### src/design/ppc_pkg.sv
// ----------------------------------------------------------------------------
// Premultiplied pixel compositor package
// Shared payload types, operator codes and the rounded byte-product helper.
// ----------------------------------------------------------------------------
`default_nettype none

package ppc_pkg;

  // Operator codes of the blend operator register.
  typedef enum logic [1:0] {
    BLEND_SRC      = 2'd0,
    BLEND_SRC_OVER = 2'd1,
    BLEND_DST_IN   = 2'd2,
    BLEND_DST_OUT  = 2'd3
  } blend_op_e;

  // Configuration register indexes and port widths.
  localparam int unsigned CfgIdxWidth  = 1;
  localparam int unsigned CfgDataWidth = 2;
  localparam logic [CfgIdxWidth-1:0] CFG_BLEND_OP  = 1'd0;
  localparam logic [CfgIdxWidth-1:0] CFG_SOLID_SRC = 1'd1;

  localparam logic [7:0] FullCoverage = 8'hff;

  // One input request.
  typedef struct packed {
    logic [31:0] src_pixel;
    logic [31:0] dst_pixel;
    logic [7:0]  coverage;
    logic        span_last;
  } pix_req_t;

  // One result.
  typedef struct packed {
    logic [31:0] out_pixel;
    logic        out_span_last;
  } pix_res_t;

  // Hand-over between the front and back halves: the result is
  // base + dst * factor, with the product rounded per byte.
  typedef struct packed {
    logic [31:0] base;
    logic [7:0]  factor;
    logic [31:0] dst;
    logic        last;
  } ppc_mid_t;

  // Load enables for the two register stages inside one half.
  typedef struct packed {
    logic first;
    logic second;
  } ppc_en_t;

  // Rounded division by 255 of a byte product (or a sum of two products
  // whose weights add up to 255): (v + (v >> 8) + 0x80) >> 8.
  function automatic logic [7:0] fix8(input logic [15:0] v);
    logic [15:0] t;
    t = v + {8'd0, v[15:8]} + 16'd128;
    return t[15:8];
  endfunction

endpackage

`default_nettype wire

### src/design/ppc_front.sv
// ----------------------------------------------------------------------------
// Compositor front half
// Forms the coverage products, then the base term and the destination factor.
// ----------------------------------------------------------------------------
`default_nettype none

module ppc_front
  import ppc_pkg::*;
(
  input  wire logic      clk_i,
  input  wire ppc_en_t   en_i,
  input  wire pix_req_t  req_i,
  input  wire blend_op_e op_i,
  input  wire logic      solid_i,
  output ppc_mid_t       mid_o
);

  // Stage one: raw byte products.
  logic [3:0][15:0] src_prod_d, src_prod_q;
  logic [3:0][15:0] dst_prod_d, dst_prod_q;
  logic [15:0]      alpha_prod_d, alpha_prod_q;
  logic [7:0]       icov_d, icov_q;
  logic [7:0]       alpha_sel_d, alpha_sel_q;
  logic [31:0]      src_q, dst_q;
  logic             full_q, solid_q, last_q;
  blend_op_e        op_q;

  // Stage two: base term and factor.
  ppc_mid_t         mid_d, mid_q;

  logic [31:0] s_pix, dsti_pix, lerp_pix;
  logic [7:0]  f_cov;

  always_comb begin
    icov_d = FullCoverage - req_i.coverage;
    alpha_sel_d = (op_i == BLEND_DST_OUT) ? (FullCoverage - req_i.src_pixel[31:24])
                                          : req_i.src_pixel[31:24];
    for (int i = 0; i < 4; i++) begin
      src_prod_d[i] = {8'd0, req_i.src_pixel[8*i +: 8]} * {8'd0, req_i.coverage};
      dst_prod_d[i] = {8'd0, req_i.dst_pixel[8*i +: 8]} * {8'd0, icov_d};
    end
    alpha_prod_d = {8'd0, alpha_sel_d} * {8'd0, req_i.coverage};
  end

  always_ff @(posedge clk_i) begin
    if (en_i.first) begin
      src_prod_q   <= src_prod_d;
      dst_prod_q   <= dst_prod_d;
      alpha_prod_q <= alpha_prod_d;
      icov_q       <= icov_d;
      alpha_sel_q  <= alpha_sel_d;
      src_q        <= req_i.src_pixel;
      dst_q        <= req_i.dst_pixel;
      full_q       <= (req_i.coverage == FullCoverage);
      solid_q      <= solid_i;
      last_q       <= req_i.span_last;
      op_q         <= op_i;
    end
  end

  always_comb begin
    for (int i = 0; i < 4; i++) begin
      s_pix[8*i +: 8]    = fix8(src_prod_q[i]);
      dsti_pix[8*i +: 8] = fix8(dst_prod_q[i]);
      lerp_pix[8*i +: 8] = fix8(src_prod_q[i] + dst_prod_q[i]);
    end
    // The scaled factor never exceeds 255, so eight bits hold it.
    f_cov = fix8(alpha_prod_q) + icov_q;

    mid_d.dst  = dst_q;
    mid_d.last = last_q;
    unique case (op_q)
      BLEND_SRC: begin
        mid_d.factor = 8'd0;
        if (full_q) begin
          mid_d.base = src_q;
        end else if (solid_q) begin
          mid_d.base = s_pix + dsti_pix;
        end else begin
          mid_d.base = lerp_pix;
        end
      end
      BLEND_SRC_OVER: begin
        // An opaque source gives a zero factor and a zero source a factor
        // of 255, which reproduce the copy and pass-through shortcuts.
        mid_d.base   = full_q ? src_q : s_pix;
        mid_d.factor = FullCoverage - (full_q ? src_q[31:24] : s_pix[31:24]);
      end
      default: begin
        mid_d.base   = 32'd0;
        mid_d.factor = full_q ? alpha_sel_q : f_cov;
      end
    endcase
  end

  always_ff @(posedge clk_i) begin
    if (en_i.second) begin
      mid_q <= mid_d;
    end
  end

  assign mid_o = mid_q;

endmodule

`default_nettype wire

### src/design/ppc_back.sv
// ----------------------------------------------------------------------------
// Compositor back half
// Scales the destination by the factor and adds the base term.
// ----------------------------------------------------------------------------
`default_nettype none

module ppc_back
  import ppc_pkg::*;
(
  input  wire logic     clk_i,
  input  wire ppc_en_t  en_i,
  input  wire ppc_mid_t mid_i,
  output pix_res_t      res_o
);

  logic [3:0][15:0] prod_d, prod_q;
  logic [31:0]      base_q;
  logic             last_q;
  logic [31:0]      scaled;
  pix_res_t         res_d, res_q;

  always_comb begin
    for (int i = 0; i < 4; i++) begin
      prod_d[i] = {8'd0, mid_i.dst[8*i +: 8]} * {8'd0, mid_i.factor};
    end
  end

  always_ff @(posedge clk_i) begin
    if (en_i.first) begin
      prod_q <= prod_d;
      base_q <= mid_i.base;
      last_q <= mid_i.last;
    end
  end

  always_comb begin
    for (int i = 0; i < 4; i++) begin
      scaled[8*i +: 8] = fix8(prod_q[i]);
    end
    // Plain 32-bit add: a lane that overflows carries into its neighbour.
    res_d.out_pixel     = base_q + scaled;
    res_d.out_span_last = last_q;
  end

  always_ff @(posedge clk_i) begin
    if (en_i.second) begin
      res_q <= res_d;
    end
  end

  assign res_o = res_q;

endmodule

`default_nettype wire

### src/design/premultiplied_pixel_compositor.sv
// ----------------------------------------------------------------------------
// Premultiplied pixel compositor
// Porter-Duff blending of premultiplied ARGB8888 pixels under coverage.
// ----------------------------------------------------------------------------
// The compositor takes one request per clock when the output side is not
// stalled and returns its blended pixel from the last of four register
// stages (coverage products, base and factor, destination products,
// rounding and final add); while the output moves, a new request can enter
// in every cycle. Requests flow through a valid-tagged pipeline in
// which each stage loads whenever it is empty or the stage after it moves,
// so bubbles are squeezed out and the input stays ready while a finished
// result waits at the output, until every stage behind it holds a request.
// The operator and the solid-source flag are sampled as a request enters,
// and must only be written while the pipeline holds no requests. Every
// operator is reduced to base + dst * factor with per-byte rounded products,
// so the source-over shortcuts for opaque and zero sources need no separate
// path.
// ----------------------------------------------------------------------------
`default_nettype none

module premultiplied_pixel_compositor
  import ppc_pkg::*;
(
  input  wire logic                    clk_i,
  input  wire logic                    rst_ni,

  input  wire logic                    in_valid_i,
  output logic                         in_ready_o,
  input  wire pix_req_t                in_req_i,

  output logic                         out_valid_o,
  input  wire logic                    out_ready_i,
  output pix_res_t                     out_res_o,

  input  wire logic                    cfg_we_i,
  input  wire logic [CfgIdxWidth-1:0]  cfg_idx_i,
  input  wire logic [CfgDataWidth-1:0] cfg_data_i
);

  // Configuration registers.
  blend_op_e blend_op_q;
  logic      solid_q;

  always_ff @(posedge clk_i or negedge rst_ni) begin
    if (!rst_ni) begin
      blend_op_q <= BLEND_SRC_OVER;
      solid_q    <= 1'b0;
    end else if (cfg_we_i) begin
      unique case (cfg_idx_i)
        CFG_BLEND_OP:  blend_op_q <= blend_op_e'(cfg_data_i);
        CFG_SOLID_SRC: solid_q    <= cfg_data_i[0];
        default: ;
      endcase
    end
  end

  // Valid bits of the four stages; the last one is the output register.
  logic [3:0] valid_q;
  logic [3:0] stage_en;

  // A stage may load when it is empty or its contents move on this cycle.
  always_comb begin
    stage_en[3] = !valid_q[3] || out_ready_i;
    stage_en[2] = !valid_q[2] || stage_en[3];
    stage_en[1] = !valid_q[1] || stage_en[2];
    stage_en[0] = !valid_q[0] || stage_en[1];
  end

  always_ff @(posedge clk_i or negedge rst_ni) begin
    if (!rst_ni) begin
      valid_q <= 4'd0;
    end else begin
      if (stage_en[0]) valid_q[0] <= in_valid_i;
      if (stage_en[1]) valid_q[1] <= valid_q[0];
      if (stage_en[2]) valid_q[2] <= valid_q[1];
      if (stage_en[3]) valid_q[3] <= valid_q[2];
    end
  end

  assign in_ready_o  = stage_en[0];
  assign out_valid_o = valid_q[3];

  ppc_en_t  front_en, back_en;
  ppc_mid_t mid;

  assign front_en = '{first: stage_en[0], second: stage_en[1]};
  assign back_en  = '{first: stage_en[2], second: stage_en[3]};

  ppc_front u_front (
    .clk_i   (clk_i),
    .en_i    (front_en),
    .req_i   (in_req_i),
    .op_i    (blend_op_q),
    .solid_i (solid_q),
    .mid_o   (mid)
  );

  ppc_back u_back (
    .clk_i (clk_i),
    .en_i  (back_en),
    .mid_i (mid),
    .res_o (out_res_o)
  );

endmodule

`default_nettype wire
### config.mk
export PLATFORM = sky130hd
export DESIGN_NAME = premultiplied_pixel_compositor
export DESIGN_NICKNAME = d
export VERILOG_FILES = /design/src/design/ppc_pkg.sv /design/src/design/ppc_front.sv /design/src/design/ppc_back.sv /design/src/design/premultiplied_pixel_compositor.sv
export SDC_FILE = /design/constraint.sdc
export NUM_CORES = 2
export LEC_CHECK = 0
export BUFFER_PORTS_ARGS = -buffer_cell sky130_fd_sc_hd__buf_4
export CORE_MARGIN = 2
export CORE_UTILIZATION = 60
export DETAILED_ROUTE_END_ITERATION = 12
export PLACE_DENSITY = 0.77
export SLEW_MARGIN = 20
export SYNTH_ARGS = -nofsm -noshare
export SYNTH_HDL_FRONTEND = slang
export SYNTH_SLANG_ARGS = --single-unit
export TNS_END_PERCENT = 100
### constraint.sdc
create_clock -name clk_i -period 33 [get_ports clk_i]
set_input_delay 6.6 -clock clk_i [delete_from_list [all_inputs] [get_ports clk_i]]
set_output_delay 6.6 -clock clk_i [all_outputs]
set_load 0.01 [all_outputs]
==> qor.yml <==
dr_total_vias: 37900
fin_ws_ns: 18.48
drive_gt1_frac: 0.0492
tightest_slew_ns: 1.13
rsz0062_at_grt: "no"
status: "complete, no violations"
drc_errors: 0
area_growth_pct: 7.33
cp_slowest_cell: "nor2b_1"
crit_path_max_fanout: 171
synthCells: 5283
syn-cell-area_um2: 52200
clock-sinks: 439
dieArea_um2: 89400
ios: 116
die_w_um: 299
finalClockSkew_ns: 0.0248
critPathRequiredTime_ns: 26.40
crit_chain: "buf_4, nor2b_1, nand4_1, buf_12, buf_4"
grt_antenna_before_repair: 12
finalSetupTns_ns: 0
numPortBuffers: 115
fill_cells: 7010
synth_ff_type: "edfxtp_1"
grt-ovfl-total: 0
grt_max_degree: 172
fin_crit_sh: 0.440
maxCapViolCount: 0
worstPathArrival_ns: 7.92
async_reset_ff_frac: 0.0159
ys_warn_count: 0
postRouteAntennaNets: 0
start_util: 0.604
clkSlewWorstSetupHoldPaths_ns: 0.06
timing.fmax_ghz: 0.0689
synth_edf_count: 432
period_needed_ns: 14.52
setup_viol_count_final: 0
drtPass1Iterations: 6
syn_area_per_cell_um2: 9.89
post-place-ws_ns: 18.38
die_y_um: 299
cts_hold_buf: 0
crit_start: "out_ready_i"
clockBufferDepth: 3
nets: 6756
ys_seq_elements: 439
cts_buffers: 50
cts-root-buf: "clkbuf_16"
viasPerCell: 5.77
rows: 108
gp_congestion: 0.965
startpoint_type: "input pin"
reg2reg_from: "u_front.dst_prod_q[10]$_DFFE_PP_"
ys_seq_area_frac: 0.252
layout_common_cells: "835 x ha_1, 763 x inv_1, 511 x nand2_1, 475 x fa_1, 432 x edfxtp_1"
post-dp-hpwl_um: 99600
final_common_cell: "ha_1"
grt_pass1_vias: 39800
slew_violations: 0
clock_latency_ns: 0.63
track_usage: 0.294
initialDrtViolationCount: 2493
end_kind: "primary output"
finalHoldViolCount: 0
slew_headroom: 0.236
cts_tree: "built"
wl_per_cell_um: 19.6
worstSetupPathType: "input pin to primary output"
ys_types: 87
coreArea_um2: 86500
cts_resized: 0
h-tree-depth: 2
wirelength_um: 128000
cts_setup_buffers: 0
grt_pass1_wl_um: 208000
hp-start: "u_front.dst_q[24]$_DFFE_PP_"
worstHoldPathType: "register to register"
cp_common_cell: "buf_4"
syn-num-nets: 6674
cpPeakStageDelay_ns: 0.40
stage by stage:
step | hold WS (ns) | area (um^2) | utilization | instances
after floorplan | 0.400 | 52200 | - | 5283
after global placement | 0.401 | 54400 | 0.629 | 6468
after detailed placement | 0.405 | 54400 | 0.629 | 6468
after CTS | 0.417 | 56000 | 0.648 | 6561
after global routing | 0.421 | 56100 | 0.648 | 6565
final | 0.416 | 56100 | 0.648 | 6565
routing by layer:
| metal | global-route usage | wire length, um | vias up |
|---|---|---|---|
| met2 | 0.504 | 61800 | 1144 |
| met3 | 0.0400 | 8210 | 273 |
| li1 | - | - | 17800 |
| met5 | 0 | 41 | - |
| met1 | 0.382 | 53600 | 18700 |
| met4 | 0.107 | 4820 | 6 |
registers in the layout (all words and copies together) (netlist names), 32 cells and up:
| register | flops |
|---|---|
| u_back.base_q | 32 |
| u_back.res_o | 33 |
| u_front.dst_prod_q | 64 |
| u_front.src_q | 32 |
| u_back.prod_q | 64 |
| u_front.mid_o | 73 |
| u_front.src_prod_q | 64 |
| u_front.dst_q | 32 |
synth_stat cells, drive strengths merged (19+ instances only):
cell type,count,area [um^2]
a211oi,23,178
a21o,111,833
a21oi,174,875
and2,305,1910
and3,21,131
clkbuf,103,389
edfxtp,432,13000
fa,475,9510
ha,835,10400
inv,765,2870
nand2,512,1920
nand2b,28,175
nand3,45,225
nand4,19,119
nor2,290,1090
nor2b,200,1250
nor3,75,375
o21a,66,495
o21ai,151,759
xnor2,272,2400
xor2,102,893
worst max-delay path, delay by kind of cell:
kind,cells,cell delay (ns)
and+or+nand+nor,2,0.63
buffers and inverters,3,0.66
layout make-up:
class / instances / area, um^2 / area share
antenna: 4 / 10.0 / 0.000179
clock buffer: 59 / 1310 / 0.0233
clock inverter: 34 / 364 / 0.00650
inverter: 766 / 2880 / 0.0513
multi-input combinational: 3960 / 35800 / 0.638
sequential: 439 / 13100 / 0.235
tap: 1155 / 1450 / 0.0258
timing repair buffer: 148 / 1120 / 0.0200
kinds of logic (layout without fill, tap and decap cells):
logic type,Yosys count,in the layout,share of synthesized area
compound gates,724,724,0.0929
fa+ha+maj,1310,1310,0.382
buf+inv,884,1007,0.0636
simple gates,1539,1539,0.144
flops,439,439,0.252
xor+xnor,374,374,0.0630
other cells,0,4,0
mux,13,13,0.00261
final timing paths:
path                            slack [ns]  depth (start not counted)                           to
worst min-delay path                  0.42                          0  u_front.mid_o[25]$_DFFE_PP_
worst min register to register        0.42                          0  u_front.mid_o[25]$_DFFE_PP_
max in group asynchronous            27.03                          1    blend_op_q[0]$_DFFE_PN1P_
worst max register to register       26.47                         23  u_front.mid_o[68]$_DFFE_PP_
worst max-delay path                 18.48                          5                   in_ready_o
min in group asynchronous             5.77                          1          solid_q$_DFFE_PN0P_
Power is left out: the tool's default activity adds up to more than one toggle a clock period on the data nets, which glitch-free logic cannot reach.
